### config.mk
export PLATFORM = sky130hd
export DESIGN_NAME = glcd_dwr_seq
export DESIGN_NICKNAME = d
export VERILOG_FILES = /design/src/hdl/glcd_dwr_pkg.sv /design/src/hdl/glcd_dwr_seq.sv
export SDC_FILE = /design/constraint.sdc
export NUM_CORES = 1
export LEC_CHECK = 0
export BUFFER_PORTS_ARGS = -buffer_cell sky130_fd_sc_hd__buf_2
export CAP_MARGIN = 20
export CORE_ASPECT_RATIO = 0.9
export CORE_MARGIN = 5
export CORE_UTILIZATION = 44
export DETAILED_ROUTE_END_ITERATION = 10
export GPL_TIMING_DRIVEN = 0
export PLACE_DENSITY = 0.79
export RECOVER_POWER = 100
export SETUP_SLACK_MARGIN = 0.15
export SLEW_MARGIN = 20
export SYNTH_ARGS = -nofsm -noshare
export SYNTH_HDL_FRONTEND = slang
export SYNTH_SLANG_ARGS = --single-unit
### constraint.sdc
create_clock -name clk -period 1.12 [get_ports clk]
set_clock_uncertainty 0.05 [all_clocks]
set_input_delay 0.112 -clock clk [delete_from_list [all_inputs] [get_ports clk]]
set_output_delay 0.112 -clock clk [all_outputs]
set_load 0.02 [all_outputs]
### src/hdl/glcd_dwr_pkg.sv
// ----------------------------------------------------------------------------
// glcd_dwr_pkg: shared types and constants of the dirty-word refresh unit
// Field widths, LCD command bytes, the byte-sequencer step type and the
// descriptor of one pending update run.
// ----------------------------------------------------------------------------
package glcd_dwr_pkg;

    // Fixed field widths of the request and result channels.
    localparam int ROW_W  = 6;
    localparam int COL_W  = 3;
    localparam int WORD_W = 16;
    localparam int BYTE_W = 8;

    // LCD controller command bytes.
    localparam logic [BYTE_W-1:0] CMD_EXT_MODE   = 8'h36;
    localparam logic [BYTE_W-1:0] CMD_BASIC_MODE = 8'h30;
    localparam logic [BYTE_W-1:0] CMD_ADDR       = 8'h80;
    localparam logic [BYTE_W-1:0] CMD_ADDR_LOWER = 8'h88;

    // Position within the six-byte update sequence.
    typedef enum logic [2:0] {
        STEP_EXT,
        STEP_ROW,
        STEP_COL,
        STEP_HIGH,
        STEP_LOW,
        STEP_BASIC
    } step_t;

    // Everything the byte sequencer needs to emit one update run.
    typedef struct packed {
        logic [BYTE_W-1:0] vaddr_cmd;
        logic [BYTE_W-1:0] haddr_cmd;
        logic [WORD_W-1:0] word;
    } run_t;

endpackage

### src/hdl/glcd_dwr_seq.sv
// ----------------------------------------------------------------------------
// glcd_dwr_seq: LCD bus byte sequencer
// Holds one update run and plays it out as six bus bytes, one per accepted
// result request.
// ----------------------------------------------------------------------------
module glcd_dwr_seq (
    input  logic                            clk,
    input  logic                            rst_n,
    input  logic                            load,
    input  glcd_dwr_pkg::run_t              run,
    output logic                            free,
    output logic                            out_valid,
    input  logic                            out_stall,
    output logic [glcd_dwr_pkg::BYTE_W-1:0] bus_byte,
    output logic                            is_data,
    output logic                            last_of_run
);
    import glcd_dwr_pkg::*;

    step_t step_reg;
    step_t step_next;
    logic  valid_reg;
    logic  valid_next;
    run_t  run_reg;
    logic  out_fire;
    logic  at_last;

    assign out_fire = valid_reg && !out_stall;
    assign at_last  = (step_reg == STEP_BASIC);

    // A new run may load while the final byte of the current one leaves.
    assign free = !valid_reg || (out_fire && at_last);

    // Next step of the sequence.
    always_comb
    begin
        step_next  = step_reg;
        valid_next = valid_reg;
        if (out_fire)
        begin
            unique case (step_reg)
                STEP_EXT:   step_next = STEP_ROW;
                STEP_ROW:   step_next = STEP_COL;
                STEP_COL:   step_next = STEP_HIGH;
                STEP_HIGH:  step_next = STEP_LOW;
                STEP_LOW:   step_next = STEP_BASIC;
                STEP_BASIC:
                begin
                    step_next  = STEP_EXT;
                    valid_next = 1'b0;
                end
                default:    step_next = STEP_EXT;
            endcase
        end
        if (load)
        begin
            step_next  = STEP_EXT;
            valid_next = 1'b1;
        end
    end

    always_ff @(posedge clk or negedge rst_n)
    begin
        if (!rst_n)
        begin
            step_reg  <= STEP_EXT;
            valid_reg <= 1'b0;
        end
        else
        begin
            step_reg  <= step_next;
            valid_reg <= valid_next;
        end
    end

    // Run payload needs no reset.
    always_ff @(posedge clk)
    begin
        if (load)
        begin
            run_reg <= run;
        end
    end

    // Byte and register-select for the current step.
    always_comb
    begin
        bus_byte    = CMD_BASIC_MODE;
        is_data     = 1'b0;
        last_of_run = 1'b0;
        unique case (step_reg)
            STEP_EXT:   bus_byte = CMD_EXT_MODE;
            STEP_ROW:   bus_byte = run_reg.vaddr_cmd;
            STEP_COL:   bus_byte = run_reg.haddr_cmd;
            STEP_HIGH:
            begin
                bus_byte = run_reg.word[WORD_W-1 -: BYTE_W];
                is_data  = 1'b1;
            end
            STEP_LOW:
            begin
                bus_byte = run_reg.word[BYTE_W-1:0];
                is_data  = 1'b1;
            end
            STEP_BASIC:
            begin
                bus_byte    = CMD_BASIC_MODE;
                last_of_run = 1'b1;
            end
            default:    bus_byte = CMD_BASIC_MODE;
        endcase
    end

    assign out_valid = valid_reg;

endmodule

* After elaboration in Yosys (flattened, before gate mapping)
Cells that the tools add are included.
Word-level totals: bits in registers 36, input bits 36, output and inout port bits 12, word-level logic and storage cells 29
Cells by class: equality and inequality tests 5, muxes and demuxes 9, reductions and logical operators 10
Operators with widths (count):
- 8-bit case mux with 5 select lines | 1
- 3-bit case mux with 5 select lines | 1
- 3-bit by 2-bit == test with 1-bit output, second input constant | 2
- 3-bit == test, second input constant | 2
- 3-bit 2-to-1 mux | 2
- 1-bit 2-to-1 mux | 5
- 2-bit nonzero test | 2
- 3-bit by 1-bit == test with 1-bit output, second input constant | 1
- 3-bit logical NOT | 1
- 1-bit logical AND | 2
- 1-bit logical NOT | 2
- 2-bit AND reduction | 1
- 2-bit OR reduction | 1
- 1-bit logical OR | 1

* Depth between registers and ports, before layout
depth after elaboration 4, depth in mapped cells 4, gate-level depth less buffers 3

* Least setup slack after synthesis
OpenSTA, ideal clock, no wires.
path type register to output, start point register step_reg[2], end point output port bus_byte[4] (netlist bit), arrival 1.309 ns, required time 0.958 ns, slack -0.351 ns, cell stages (with the launch flop) 5, path buffers 1, cell sequence dfrtp_1 nand2b_1 clkbuf_2 a211oi_1 a311oi_1
Between the ends: word-level cells in the longest chain between the ends 2, elaborated cells on any way between the ends 6, classes of those cells 4 x eq/ne; 1 x mux; 1 x reduce/logical
Ends and longest elaborated chain:
- from (decl) | RTL line glcd_dwr_seq.sv:20 | step_t step_reg;
- from (signal assigned) | RTL line glcd_dwr_seq.sv:71 | step_reg <= step_next;
- 3-bit == test (tied with other cells) | RTL line glcd_dwr_seq.sv:91 | unique case (step_reg)
- 8-bit case mux with 5 select lines (*) | RTL line glcd_dwr_seq.sv:91
- to (decl) | RTL line glcd_dwr_seq.sv:14 | output logic [glcd_dwr_pkg::BYTE_W-1:0] bus_byte,
Every way passes the cells marked *; elsewhere a longest branch is shown, timed or not.

* Worst setup path in the final report
start point register step_reg[1], end point output port bus_byte[6] (netlist bit)
Same word-level chain as after synthesis.

==> impl_summary.txt <==
----------------------------------------------------
[Run status]
  Result of the run ... complete, but fails checks
  Failing checks ... negative setup slack

[Place]
  DP HPWL ... 1958 um
  Worst Setup Slack post-DPL ... -311.3 ps
  Final estimated routing congestion in global placement ... 0.7267
  Count of input and output buffers ... 47
  Cell Area, Placed ... 0.001854 sq mm

[Run]
  Max_cap viols ... 0

[Synthesis]
  Part of the Yosys area used for sequential elements ... 73.80%
  Number of library cell types mapped by synthesis ... 25
  Count of flip-flops with a built-in enable after synthesis ... 32
  Syn Inst Count ... 91
  Ranking of synthesized cells by instance count ... 32 x edfxtp_1, 6 x a22oi_1, 6 x mux2i_1
  Flop and latch count out of synthesis ... 36
  Syn_area_per_cell ... 15.80 sq um
  Synthesized netlist net count ... 127
  Area leader, netlist ... edfxtp_1
  Main flop type after synthesis ... edfxtp_1
  Cell types with the largest area share after synthesis ... edfxtp_1 67%, dfrtp_1 7.0%, mux2i_1 4.2%
  Yosys Warn Count ... 0
  Proportion of netlist area held by the largest area contributor ... 66.84%
  Top-count cell post-synth ... edfxtp_1
  Async SR Flop Fraction ... 11.11%
  Synth Cell Area ... 0.001438 sq mm

[STA]
  Slew at the pin closest to its max-slew limit ... 870.6 ps
  Pins Over Slew Limit ... 0
  Setup violation total in the final timing report ... 16
  Share of the cycle needed by the critical path after routing ... 156.9%
  Slew margin rel. ... 41.96%
  Post-layout minimum cycle time ... 1757 ps
  Smallest setup slack after layout ... -636.8 ps
  Unrepaired setup endpoints after global routing ... true
  Number of hold-slack violations in the final timing report ... 0
  Max Clock Freq ... 569.2 MHz

[CTS]
  Clock slew seen by the registers of the worst setup and hold paths ... 110 ps
  Num CTS Buffers ... 5
  Number of buffers between clock root and the deepest sink ... 2
  Skew-Pair Late Insertion Delay ... 340 ps
  TritonCTS sink count ... 36
  Cell chosen for the clock root ... clkbuf_4
  H-tree depth ... 2
  CTS tree ... built

[Worst setup path]
  Timing startpoint of the critical path ... step_reg[1]
  Launch point of the worst reg-to-reg path ... step_reg[2]
  Endpoint kind of the worst setup timing path ... output pin
  Setup slack, reg-to-reg ... -350 ps
  Number of cells on the worst reg-to-reg path ... 4
  Data arrival time of the critical path ... 1590 ps
  Worst endpoint required time ... 960 ps
  Worst setup SP type ... flop
  Capture instance of the worst register-to-register path ... step_reg[1]
  Max Fanout on Critical Path ... 10
  Worst setup path class ... reg -> out

[Global routing]
  Global-route wire length before repair ... 6299 um
  Vias in the first global route ... 1258
  Remaining global-route overflow ... 0
  Largest net degree at the start of global routing ... 37
  Antenna violations before repair ... 0
  Total track usage ... 18.09%

[Finish]
  Largest register FFs ... 32
  Ant diodes ... 0
  Signed area change from the synthesized netlist to the final layout ... 71.45%
  Number of nets in the final layout ... 222
  Post-layout utilization of the core ... 79.76%
  Final non-filler cell area ... 0.002465 sq mm
  Share of cells above drive strength 1 ... 51.87%

[Hold path]
  HP Class ... in -> reg
  Start point of the worst min-delay path ... out_stall
  Cell count of the worst hold path ... 3
  Worst hold path endpoint ... out_valid

[Die]
  Total die area ... 0.004512 sq mm
  Starting density of the core ... 46.52%
  Core region area ... 0.003090 sq mm
  Die Span X ... 70.25 um
  Vertical die dimension ... 64.23 um
  Number of core rows ... 19
  Number of ports placed on the die boundary ... 48

[Route]
  Final Routed Wirelength ... 3766 um
  Via/cell ratio ... 5.118
  1st-pass router iterations ... 4
  DRC violation total after the first TritonRoute iteration ... 41
  Via count ... 1172
  Total DRC errors in the routed layout ... 0
  Count of antenna-violating nets left after detailed routing ... 0
  WL per Instance ... 16.45 um

[Power]
  Leakage power ... 0.0009602 uW
  Power density normalized to cell area ... 1138 mW/mm^2
  Total power draw ... 2804 uW
  Worst-case vdd ir drop ... 937.2 uV

----------------------------------------------------
[worst max-delay path: stages (launching register included)]
cell and delay, ps:
dfrtp_2 470, buf_6 150, buf_8 150, mux2i_2 160, o22ai_2 180, buf_6 150
[worst max-delay path by stage]
stage	cells after the start	end	slack (ps)
2_1_floorplan	4	bus_byte[4]	-110
3_3_place_gp	5	bus_byte[4]	-300
3_5_place_dp	5	bus_byte[4]	-310
4_1_cts	5	bus_byte[2]	-590
5_1_grt	5	bus_byte[6]	-690
6_report	5	bus_byte[6]	-640
[logic make-up after synthesis]
family | synth area share [%]
multiplexers | 4.178
buffers and inverters | 2.523
AO/OA/AOI/OAI | 11.23
AND/OR/NAND/NOR | 8.268
flip-flops | 73.80
[timing repair]
item / CTS / global route
pin swaps: 5 / 7
setup endpoints to repair: 16 / 16
hold buffers: 33 / 0
setup buffers: 5 / 3
gates resized for setup: 35 / 14
cloned: 0 / 0
hold endpoints to repair: 36 / 0
[cells in the final DEF, fill, tap and decap left out, types with 3 or more instances in the layout]
cell / count
a22oi_2: 5
buf_2: 32
buf_4: 5
buf_6: 17
clkbuf_4: 5
dfrtp_2: 3
dlygate4sd3_1: 33
edfxtp_1: 32
inv_1: 3
mux2i_1: 4
nand2b_1: 4
o21ai_2: 4
o22ai_2: 4
[routing by layer]
layer | up-vias | GRT usage (%) | part of all wire (%)
met4 | 0 | 4.306 | 0.56
met2 | 49 | 31.89 | 54
met3 | 3 | 6.897 | 7.8
met1 | 573 | 20.82 | 38
li1 | 547 | - | -
met5 | - | 0 | 0
[through the flow]
step                      instances  TNS (ps)  hold WS (ps)
after detailed placement        180     -3541        -118.5
after floorplan                  91    -832.4        -233.6
after global placement          180     -2621        -131.2
final                           229     -7107         21.52
after CTS                       226     -6440         8.594
after global routing            229     -8034         38.10
[where the power goes]
part / switching, uW / leakage (uW) / internal, uW / total [uW]
registers: 45.9 / 0.000359 / 1570 / 1620
logic: 241 / 0.000569 / 289 / 530
clock network: 424 / 0.0000324 / 230 / 655
[layout make-up]
| class | instances | area, sq um |
|---|---|---|
| Buffer | 4 | 51.30 |
| Clock buffer | 5 | 37.54 |
| Clock inverter | 3 | 13.76 |
| Fill cell | 181 | 625.6 |
| Inverter | 3 | 11.26 |
| Multi-Input combinational cell | 48 | 524.3 |
| Sequential cell | 36 | 1065 |
| Tap cell | 42 | 52.55 |
| Timing Repair Buffer | 88 | 709.4 |
Note: power is estimated with default switching activity, not from simulation.
